[config.mk]
export PLATFORM = sky130hd
export DESIGN_NAME = six_bit_substitution_encoder_unit
export DESIGN_NICKNAME = d
export VERILOG_FILES = /design/src/design/sbe_pkg.sv /design/src/design/sbe_pack.sv /design/src/design/sbe_out_buf.sv /design/src/design/six_bit_substitution_encoder_unit.sv
export SDC_FILE = /design/constraint.sdc
export NUM_CORES = 1
export LEC_CHECK = 0
export BUFFER_PORTS_ARGS = -buffer_cell sky130_fd_sc_hd__buf_4
export CORE_ASPECT_RATIO = 0.5
export CORE_UTILIZATION = 30
export DETAILED_ROUTE_END_ITERATION = 16
export SLEW_MARGIN = 20
export SYNTH_ARGS = -nofsm -noshare
export SYNTH_HDL_FRONTEND = slang
export SYNTH_SLANG_ARGS = --single-unit
[constraint.sdc]
create_clock -name clk -period 4.65 [get_ports clk]
set_input_delay 0.2325 -clock clk [delete_from_list [all_inputs] [get_ports clk]]
set_output_delay 0.2325 -clock clk [all_outputs]
set_load 0.1 [all_outputs]
[src/design/sbe_pkg.sv]
// Shared types, constants and the substitution table of the six-bit encoder.
// Used by sbe_pack, sbe_out_buf and six_bit_substitution_encoder_unit.
`default_nettype none
package sbe_pkg;

  localparam logic [7:0] KEY_XOR   = 8'h09;
  localparam logic [6:0] CHAR_BIAS = 7'h3C;

  // Number of leftover bits held between bytes: none, two or four.
  typedef enum logic [1:0] {
    PH_NONE = 2'd0,
    PH_TWO  = 2'd1,
    PH_FOUR = 2'd2
  } phase_t;

  // Characters produced by one byte, before biasing.
  typedef struct packed {
    logic [5:0] grp0;    // first character
    logic [5:0] grp1;    // second character, used only when two is set
    logic       two;     // the byte produced two characters
    logic       eom;     // the second character ends the message
  } pair_t;

  localparam logic [7:0] SUBST_TAB [256] = '{
    8'h8C, 8'h87, 8'h0D, 8'h85, 8'hD4, 8'h64, 8'h63, 8'hE5,
    8'hBA, 8'h7E, 8'hB8, 8'h68, 8'h9D, 8'h9F, 8'hF5, 8'hBC,
    8'hA0, 8'hE3, 8'h3A, 8'h22, 8'h19, 8'h21, 8'h39, 8'h78,
    8'hEE, 8'h27, 8'h36, 8'h15, 8'h74, 8'hC7, 8'h97, 8'hC9,
    8'hCE, 8'hE2, 8'h7B, 8'h4C, 8'h98, 8'hA1, 8'hC2, 8'h59,
    8'h41, 8'hC0, 8'h1E, 8'h2E, 8'h95, 8'hEB, 8'hDE, 8'h69,
    8'h1D, 8'h5B, 8'h53, 8'hDA, 8'hF4, 8'h0A, 8'h4F, 8'hBB,
    8'hB7, 8'h24, 8'h33, 8'h0F, 8'hC8, 8'h84, 8'h29, 8'h89,
    8'h3C, 8'h1C, 8'h08, 8'h49, 8'hC6, 8'hFE, 8'hCC, 8'h23,
    8'h3E, 8'hE1, 8'h4E, 8'h8B, 8'h13, 8'hE7, 8'h1A, 8'h5D,
    8'hCF, 8'hB1, 8'h47, 8'h8F, 8'hD8, 8'h72, 8'h4B, 8'h93,
    8'h6E, 8'h73, 8'h4D, 8'h94, 8'hDD, 8'h82, 8'h14, 8'hA7,
    8'h03, 8'hF9, 8'hF1, 8'hC5, 8'h8D, 8'h79, 8'h2A, 8'hC4,
    8'hDC, 8'h60, 8'h5F, 8'hD7, 8'h62, 8'hB5, 8'hE9, 8'hB3,
    8'hB6, 8'h12, 8'hA8, 8'h32, 8'hD9, 8'hC3, 8'h6A, 8'h75,
    8'h4A, 8'hA2, 8'h0C, 8'h26, 8'h91, 8'h5A, 8'hAD, 8'h6D,
    8'h44, 8'h10, 8'hB4, 8'h46, 8'h1B, 8'h66, 8'h81, 8'h20,
    8'hFD, 8'h7F, 8'h88, 8'h25, 8'h9C, 8'h71, 8'hD3, 8'hE6,
    8'h80, 8'hE4, 8'hFA, 8'h42, 8'h9B, 8'h37, 8'h01, 8'hFC,
    8'hDB, 8'h45, 8'h6B, 8'hFB, 8'h56, 8'hF0, 8'hAF, 8'h9A,
    8'hBF, 8'hAB, 8'hD6, 8'hCD, 8'h02, 8'hF2, 8'h7C, 8'hAA,
    8'hB2, 8'h92, 8'hFF, 8'h57, 8'h2F, 8'h86, 8'hA6, 8'h7D,
    8'h35, 8'h17, 8'h34, 8'hD5, 8'h0E, 8'h65, 8'h09, 8'h05,
    8'h28, 8'hCA, 8'h48, 8'h31, 8'h8E, 8'h2D, 8'hDF, 8'h52,
    8'hF6, 8'h1F, 8'hA4, 8'h50, 8'h76, 8'h40, 8'h18, 8'h04,
    8'h8A, 8'h16, 8'h2B, 8'hAE, 8'h43, 8'h3F, 8'hD0, 8'hCB,
    8'h6C, 8'h55, 8'h54, 8'h96, 8'h99, 8'h30, 8'h67, 8'h5E,
    8'h2C, 8'hAC, 8'hE0, 8'h7A, 8'hE8, 8'h58, 8'h90, 8'hBE,
    8'hA5, 8'h6F, 8'hB0, 8'h70, 8'hEC, 8'h61, 8'h5C, 8'h06,
    8'h3B, 8'h77, 8'hC1, 8'h07, 8'hEA, 8'hA9, 8'hF8, 8'h11,
    8'hBD, 8'hF3, 8'h00, 8'hED, 8'h83, 8'hEF, 8'h3D, 8'hA3,
    8'h51, 8'h9E, 8'h38, 8'hF7, 8'h0B, 8'hB9, 8'hD2, 8'hD1
  };

endpackage
`default_nettype wire

[src/design/sbe_pack.sv]
// Substitutes one byte and repacks it with the carried bits into six-bit groups.
// Combinational; depends on sbe_pkg.
`default_nettype none
module sbe_pack (
  input  wire logic [7:0]      data_byte,
  input  wire logic            last_byte,
  input  wire logic [5:0]      carry_bits,
  input  wire sbe_pkg::phase_t phase,
  output sbe_pkg::pair_t       pair,
  output logic [5:0]           carry_nxt,
  output sbe_pkg::phase_t      phase_nxt
);

  logic [7:0] sub;

  assign sub = sbe_pkg::SUBST_TAB[data_byte] ^ sbe_pkg::KEY_XOR;

  always_comb begin
    pair      = '0;
    carry_nxt = '0;
    phase_nxt = sbe_pkg::PH_NONE;
    unique case (phase)
      sbe_pkg::PH_TWO: begin
        pair.grp0 = carry_bits | {2'b00, sub[7:4]};
        carry_nxt = {sub[3:0], 2'b00};
        phase_nxt = sbe_pkg::PH_FOUR;
      end
      sbe_pkg::PH_FOUR: begin
        // Three bytes fill exactly four groups, so nothing is carried.
        pair.grp0 = carry_bits | {4'b0000, sub[7:6]};
        pair.grp1 = sub[5:0];
        pair.two  = 1'b1;
        pair.eom  = last_byte;
      end
      default: begin
        // The unused phase code behaves as no leftover bits.
        pair.grp0 = carry_bits | sub[7:2];
        carry_nxt = {sub[1:0], 4'b0000};
        phase_nxt = sbe_pkg::PH_TWO;
      end
    endcase
    // The last byte flushes the leftover bits as one more character.
    if (last_byte && !pair.two) begin
      pair.grp1 = carry_nxt;
      pair.two  = 1'b1;
      pair.eom  = 1'b1;
      carry_nxt = '0;
      phase_nxt = sbe_pkg::PH_NONE;
    end
  end

endmodule
`default_nettype wire

[src/design/sbe_out_buf.sv]
// Result register holding the one or two characters of a byte and sending them in turn.
// Depends on sbe_pkg.
`default_nettype none
module sbe_out_buf (
  input  wire logic           clk,
  input  wire logic           rst_n,
  input  wire logic           load,
  input  wire sbe_pkg::pair_t pair_in,
  output logic                free,
  output logic                out_tvalid,
  input  wire logic           out_tready,
  output logic [7:0]          out_tdata,
  output logic                out_tlast,
  output logic                out_tuser
);

  sbe_pkg::pair_t pair_r;
  logic           vld_r;
  logic           sec_r;
  logic           last_beat;
  logic [5:0]     grp;

  assign last_beat = !pair_r.two || sec_r;
  assign free      = !vld_r || (out_tready && last_beat);

  always_ff @(posedge clk) begin
    if (!rst_n) begin
      vld_r <= 1'b0;
      sec_r <= 1'b0;
    end else if (load) begin
      vld_r <= 1'b1;
      sec_r <= 1'b0;
    end else if (vld_r && out_tready) begin
      if (last_beat) begin
        vld_r <= 1'b0;
      end else begin
        sec_r <= 1'b1;
      end
    end
  end

  always_ff @(posedge clk) begin
    if (load) begin
      pair_r <= pair_in;
    end
  end

  assign grp        = sec_r ? pair_r.grp1 : pair_r.grp0;
  assign out_tvalid = vld_r;
  assign out_tdata  = {1'b0, {1'b0, grp} + sbe_pkg::CHAR_BIAS};
  assign out_tlast  = last_beat;
  assign out_tuser  = sec_r && pair_r.eom;

endmodule
`default_nettype wire

[src/design/six_bit_substitution_encoder_unit.sv]
// Six-bit substitution encoder top level; uses sbe_pkg, sbe_pack and sbe_out_buf.
// Path: a byte moves from the input register into the result register, which then puts its
// first character on the output; while the result register is busy, the byte waits.
// Throughput: one byte per cycle while the receiver takes every character and each byte
// gives one; a byte that gives two holds the result register until both have gone out.
// Reset: synchronous, active low; clears the valid flags, the carried bits and the phase.
`default_nettype none
module six_bit_substitution_encoder_unit (
  input  wire logic       clk,
  input  wire logic       rst_n,
  input  wire logic       in_tvalid,
  output logic            in_tready,
  input  wire logic [7:0] in_tdata,     // [7:0] data_byte
  input  wire logic       in_tlast,     // last_byte
  output logic            out_tvalid,
  input  wire logic       out_tready,
  output logic [7:0]      out_tdata,    // [6:0] out_char, [7] zero
  output logic            out_tlast,    // last_of_run
  output logic            out_tuser     // end_of_message
);

  // Input register. It takes a new byte whenever it is empty or its byte moves on
  // into the result register in the same cycle.
  logic [7:0]      byte_r;
  logic            last_r;
  logic            in_vld_r;

  // Encoder state: leftover bits, already placed at their position in the next group.
  logic [5:0]      carry_r;
  sbe_pkg::phase_t phase_r;

  logic [5:0]      carry_nxt;
  sbe_pkg::phase_t phase_nxt;
  sbe_pkg::pair_t  pair;
  logic            buf_free;
  logic            advance;

  assign advance   = in_vld_r && buf_free;
  assign in_tready = !in_vld_r || buf_free;

  always_ff @(posedge clk) begin
    if (!rst_n) begin
      in_vld_r <= 1'b0;
    end else if (in_tready) begin
      in_vld_r <= in_tvalid;
    end
  end

  always_ff @(posedge clk) begin
    if (in_tvalid && in_tready) begin
      byte_r <= in_tdata;
      last_r <= in_tlast;
    end
  end

  // The state moves on exactly when a byte is handed to the result register.
  always_ff @(posedge clk) begin
    if (!rst_n) begin
      carry_r <= '0;
      phase_r <= sbe_pkg::PH_NONE;
    end else if (advance) begin
      carry_r <= carry_nxt;
      phase_r <= phase_nxt;
    end
  end

  sbe_pack u_pack (
    .data_byte  (byte_r),
    .last_byte  (last_r),
    .carry_bits (carry_r),
    .phase      (phase_r),
    .pair       (pair),
    .carry_nxt  (carry_nxt),
    .phase_nxt  (phase_nxt)
  );

  sbe_out_buf u_out_buf (
    .clk        (clk),
    .rst_n      (rst_n),
    .load       (advance),
    .pair_in    (pair),
    .free       (buf_free),
    .out_tvalid (out_tvalid),
    .out_tready (out_tready),
    .out_tdata  (out_tdata),
    .out_tlast  (out_tlast),
    .out_tuser  (out_tuser)
  );

  // The end of a message is always the last character of its byte.
  a_eom_ends_run: assert property (@(posedge clk) disable iff (!rst_n)
    out_tvalid && out_tuser |-> out_tlast)
    else $error("end of message on a character that is not last of its byte");

  // After the last byte of a message the encoder returns to its reset state.
  a_flush_clears: assert property (@(posedge clk) disable iff (!rst_n)
    advance && last_r |=> (phase_r == sbe_pkg::PH_NONE) && (carry_r == 6'd0))
    else $error("state not cleared after the last byte");

  // The first of two characters is always followed by the second.
  a_second_follows: assert property (@(posedge clk) disable iff (!rst_n)
    out_tvalid && out_tready && !out_tlast |=> out_tvalid)
    else $error("second character of a byte went missing");

endmodule
`default_nettype wire

==> run metrics <==
FF-to-FF End u_out_buf.pair_r[7]; Final Hold Viols 0; crit path launch type flop; Synth Flop Type edfxtp_1; synthesis-stage register bit count 32; initial core utilization 31.0%; Clk pwr share 28.6%; Worst Hold Class in -> reg; PostCTS Resize Cnt 0; P_int between 0.7 and 0.8 mW; VDD IR max 0.143 mV; Max-Cap Viols 0; CTS Buffer Depth 2; final number of setup-violating endpoints 0; switching power total 0.530 mW; DP HPWL 14,300 microns; Net count, final roughly 650; largest net degree at the start of global routing 103; mean post-synth cell area 7.60 sq um; Avg WL per Cell roughly 25 microns; Final min period 3.87 ns; crit path from byte_r[1]; Synth warnings 0; Yosys cell types 81; Hold Crit Depth 1; RSZ-0062 raised after global routing no; total routed wirelength 20,400 microns; status finished, final reports clean; DRT Pass-1 Iters 5; mux contribution to synthesized area under 10%; area delta synth->final 8.96%; Adder-Cell Fraction of Synth Area 6.68%; crit-path cells inv_1, ha_1, nand2b_4, and2_0, mux4_2, o2111ai_1, o21ai_1, a222oi_1, o221ai_1; type of destination of the critical path flop; Logic pwr share ~45%; setup TNS 0 ns; die height ~92 microns; cts-stage hold buffer count 0; Slew HR 40.1%; hold endpoint byte_r[4]; worst endpoint required time approximately 4.6 ns; CP bufs+invs 1; post-synthesis simple-gate area fraction 25.4%; # clock sinks 32; initial drt markers 824; Vias/cell 6.64; Num CTS Buffers 5; slowest CP cell ha_1; sequential power share 26.5%; critical path type reg -> reg; Final Cycle Share 83.2%; worst r2r src byte_r[1]; vias in the first global route 5,054; Fmax achieved 0.258 GHz; Pwr per Cell Area roughly 250 nW/um^2; routability cong. 1.02; Post-Synth XOR/XNOR Area 0.725%; synthesized cell area 4830 sq um; main combinational cell family by area after synthesis compound AO/OA/AOI/OAI gates; H-tree depth 2; Sw Ratio roughly 41%; Lkg Pwr 1.88 nW; GRT Total Usage about a quarter; I/O pin cnt 25; CTS tree done; worst stage delay on the critical path 0.81 ns; Final Util approximately a third; Overflow after GRT 0; Max FO, Critical Path 16; Final Max Slew Viols 0; CP top delay family compound AO/OA/AOI/OAI gates; clk_lat worst skew 0.28 ns; first-pass GRT wire length 31,400 microns; initial antenna violation count 1; synthesized netlist cell count 636; # DRC 0; CP arrival 3.86 ns; R2R Setup Slk 0.78 ns; CTS clk-pin slew, worst paths roughly 0.05 ns; Synth async-reset ratio 0%; layout cells sized above 1 about an eighth; Core Footprint 15,600 sq um; sequential fraction of the synthesis area 18.0%; Compound-Gate Fraction of Synth Area between 30% and 40%; Register-to-Register Path Depth 9; Antenna Violating Nets Remaining 0; clock tree skew after final layout 0.00135 ns; I/O Buffers 23; Slew @ Worst Pin between 0.8 and 0.9 ns; Post-Syn Nets 674; clock root cell clkbuf_16; Vias 5,468; Post-CTS Setup Inserts 0; Post-synth EDFFs 23; Die ar. 16,700 sq um; HP Start in_tdata[4]; Die W 182 microns; FP Rows 32
-- flip-flops by register name, summed over array words and instances, names as in the netlist --
signal,count
phase_r,2
carry_r,4
u_out_buf.pair_r,14
u_out_buf.sec_r,1
u_out_buf.out_tvalid,1
byte_r,8
last_r,1
in_vld_r,1
-- kinds of logic after synthesis --
kind of cell / Yosys count
compound gates: 221
flops: 32
xor+xnor: 4
other cells: 1
simple gates: 240
buf+inv: 87
fa+ha+maj: 26
mux: 25
-- layer usage --
metal  track usage [%]  share of wire, %  wire length, microns
met1              33.0                40                  8220
met2              36.8                41                  8410
met3              6.31                14                  2790
met5                 0                 0                     0
met4              11.7               4.9                   996
-- cell usage after synthesis (4+ instances only) --
| master | count | area, sq um |
|---|---|---|
| o21ai_0 | 35 | 175 |
| nor3_1 | 14 | 70.1 |
| a21oi_1 | 32 | 160 |
| a21boi_0 | 4 | 30.0 |
| a221oi_1 | 6 | 52.6 |
| dfxtp_1 | 9 | 180 |
| edfxtp_1 | 23 | 691 |
| nor2b_1 | 25 | 156 |
| nand3_1 | 22 | 110 |
| buf_1 | 4 | 15.0 |
| a31oi_1 | 14 | 87.6 |
| o311ai_0 | 15 | 131 |
| or2_2 | 4 | 25.0 |
| a311oi_1 | 12 | 105 |
| a311o_1 | 5 | 50.1 |
| ha_1 | 25 | 313 |
| o221ai_1 | 6 | 52.6 |
| and2_1 | 12 | 75.1 |
| or3_1 | 7 | 43.8 |
| o21ai_1 | 5 | 25.0 |
| nor4_1 | 5 | 31.3 |
| clkbuf_1 | 31 | 116 |
| and3_1 | 6 | 37.5 |
| a211o_1 | 4 | 35.0 |
| nor2_1 | 41 | 154 |
| mux2i_1 | 13 | 130 |
| nand2b_1 | 30 | 188 |
| buf_2 | 24 | 120 |
| mux4_2 | 10 | 225 |
| nand2_1 | 59 | 221 |
| o2111ai_1 | 6 | 52.6 |
| o22ai_1 | 5 | 31.3 |
| o21a_1 | 5 | 37.5 |
| inv_1 | 17 | 63.8 |
| buf_4 | 5 | 37.5 |
| a211oi_1 | 9 | 67.6 |
| o211ai_1 | 14 | 105 |
-- power by group through the flow --
| stage | registers [mW] | clock network (mW) | logic (mW) |
|---|---|---|---|
| 2_1_floorplan | 0.343 | 0 | 0.399 |
| 3_3_place_gp | 0.348 | 0 | 0.561 |
| 3_5_place_dp | 0.348 | 0 | 0.553 |
| 4_1_cts | 0.342 | 0.381 | 0.555 |
| 5_1_grt | 0.345 | 0.389 | 0.605 |
| 6_report | 0.343 | 0.370 | 0.580 |
-- worst reg2reg max path, cell delays in order (launching register included) --
cell	delay [ns]
edfxtp_1	0.53
inv_1	0.30
ha_1	0.81
nand2b_4	0.08
and2_0	0.16
mux4_2	0.47
o2111ai_1	0.23
o21ai_1	0.10
a222oi_1	0.65
o221ai_1	0.24
-- through the flow --
stage / hold slack (ns) / total power, mW / setup slack, ns / area (sq um) / cells
global route: 0.120 / 1.34 / 0.508 / 5260 / 821
global placement: 0.411 / 0.909 / 1.00 / 5100 / 813
floorplan: 0.331 / 0.742 / 0.357 / 4830 / 636
finish: 0.127 / 1.29 / 0.780 / 5270 / 823
detailed placement: 0.412 / 0.901 / 0.890 / 5100 / 813
CTS: 0.120 / 1.28 / 0.880 / 5260 / 821
-- area by class of cell --
class	count	area, sq um
Clock inverter	2	35.0
Antenna cell	2	5.00
Sequential cell	32	871
Tap cell	204	255
Multi-Input combinational cell	517	3570
Fill cell	1644	10300
Clock buffer	6	129
Inverter	20	75.1
Timing Repair Buffer	40	325
-- worst max path at each step --
stage	slack [ns]	endpoint	cells after the start
global route	0.51	u_out_buf.pair_r[7]	9
detailed placement	0.89	u_out_buf.pair_r[7]	9
global placement	1.0	u_out_buf.pair_r[7]	9
finish	0.78	u_out_buf.pair_r[7]	9
CTS	0.88	u_out_buf.pair_r[7]	9
floorplan	0.36	out_tdata[5]	4
-- layout by cell type (no fill, tap or decap), drive strengths merged, types with 4 or more instances in the layout --
cell,netlist,routed
o22ai,5,5
or2,5,5
o211ai,14,14
a211oi,9,9
a311oi,12,12
nand2,60,60
clkbuf,32,6
nor2,42,42
and3,6,6
o21a,5,5
nor4,5,5
a211o,4,4
ha,25,25
a21oi,32,32
nand2b,31,31
dfxtp,9,9
inv,18,18
a311o,5,5
and2,13,13
edfxtp,23,23
nor2b,25,25
nor3,14,14
o311ai,16,16
buf,35,40
o221ai,6,6
o21ai,40,40
or3,7,7
nand3,22,22
a221oi,7,7
o2111ai,6,6
a31oi,14,14
mux4,10,10
a21boi,5,5
mux2i,13,13
(Power assumes the default switching activity.)
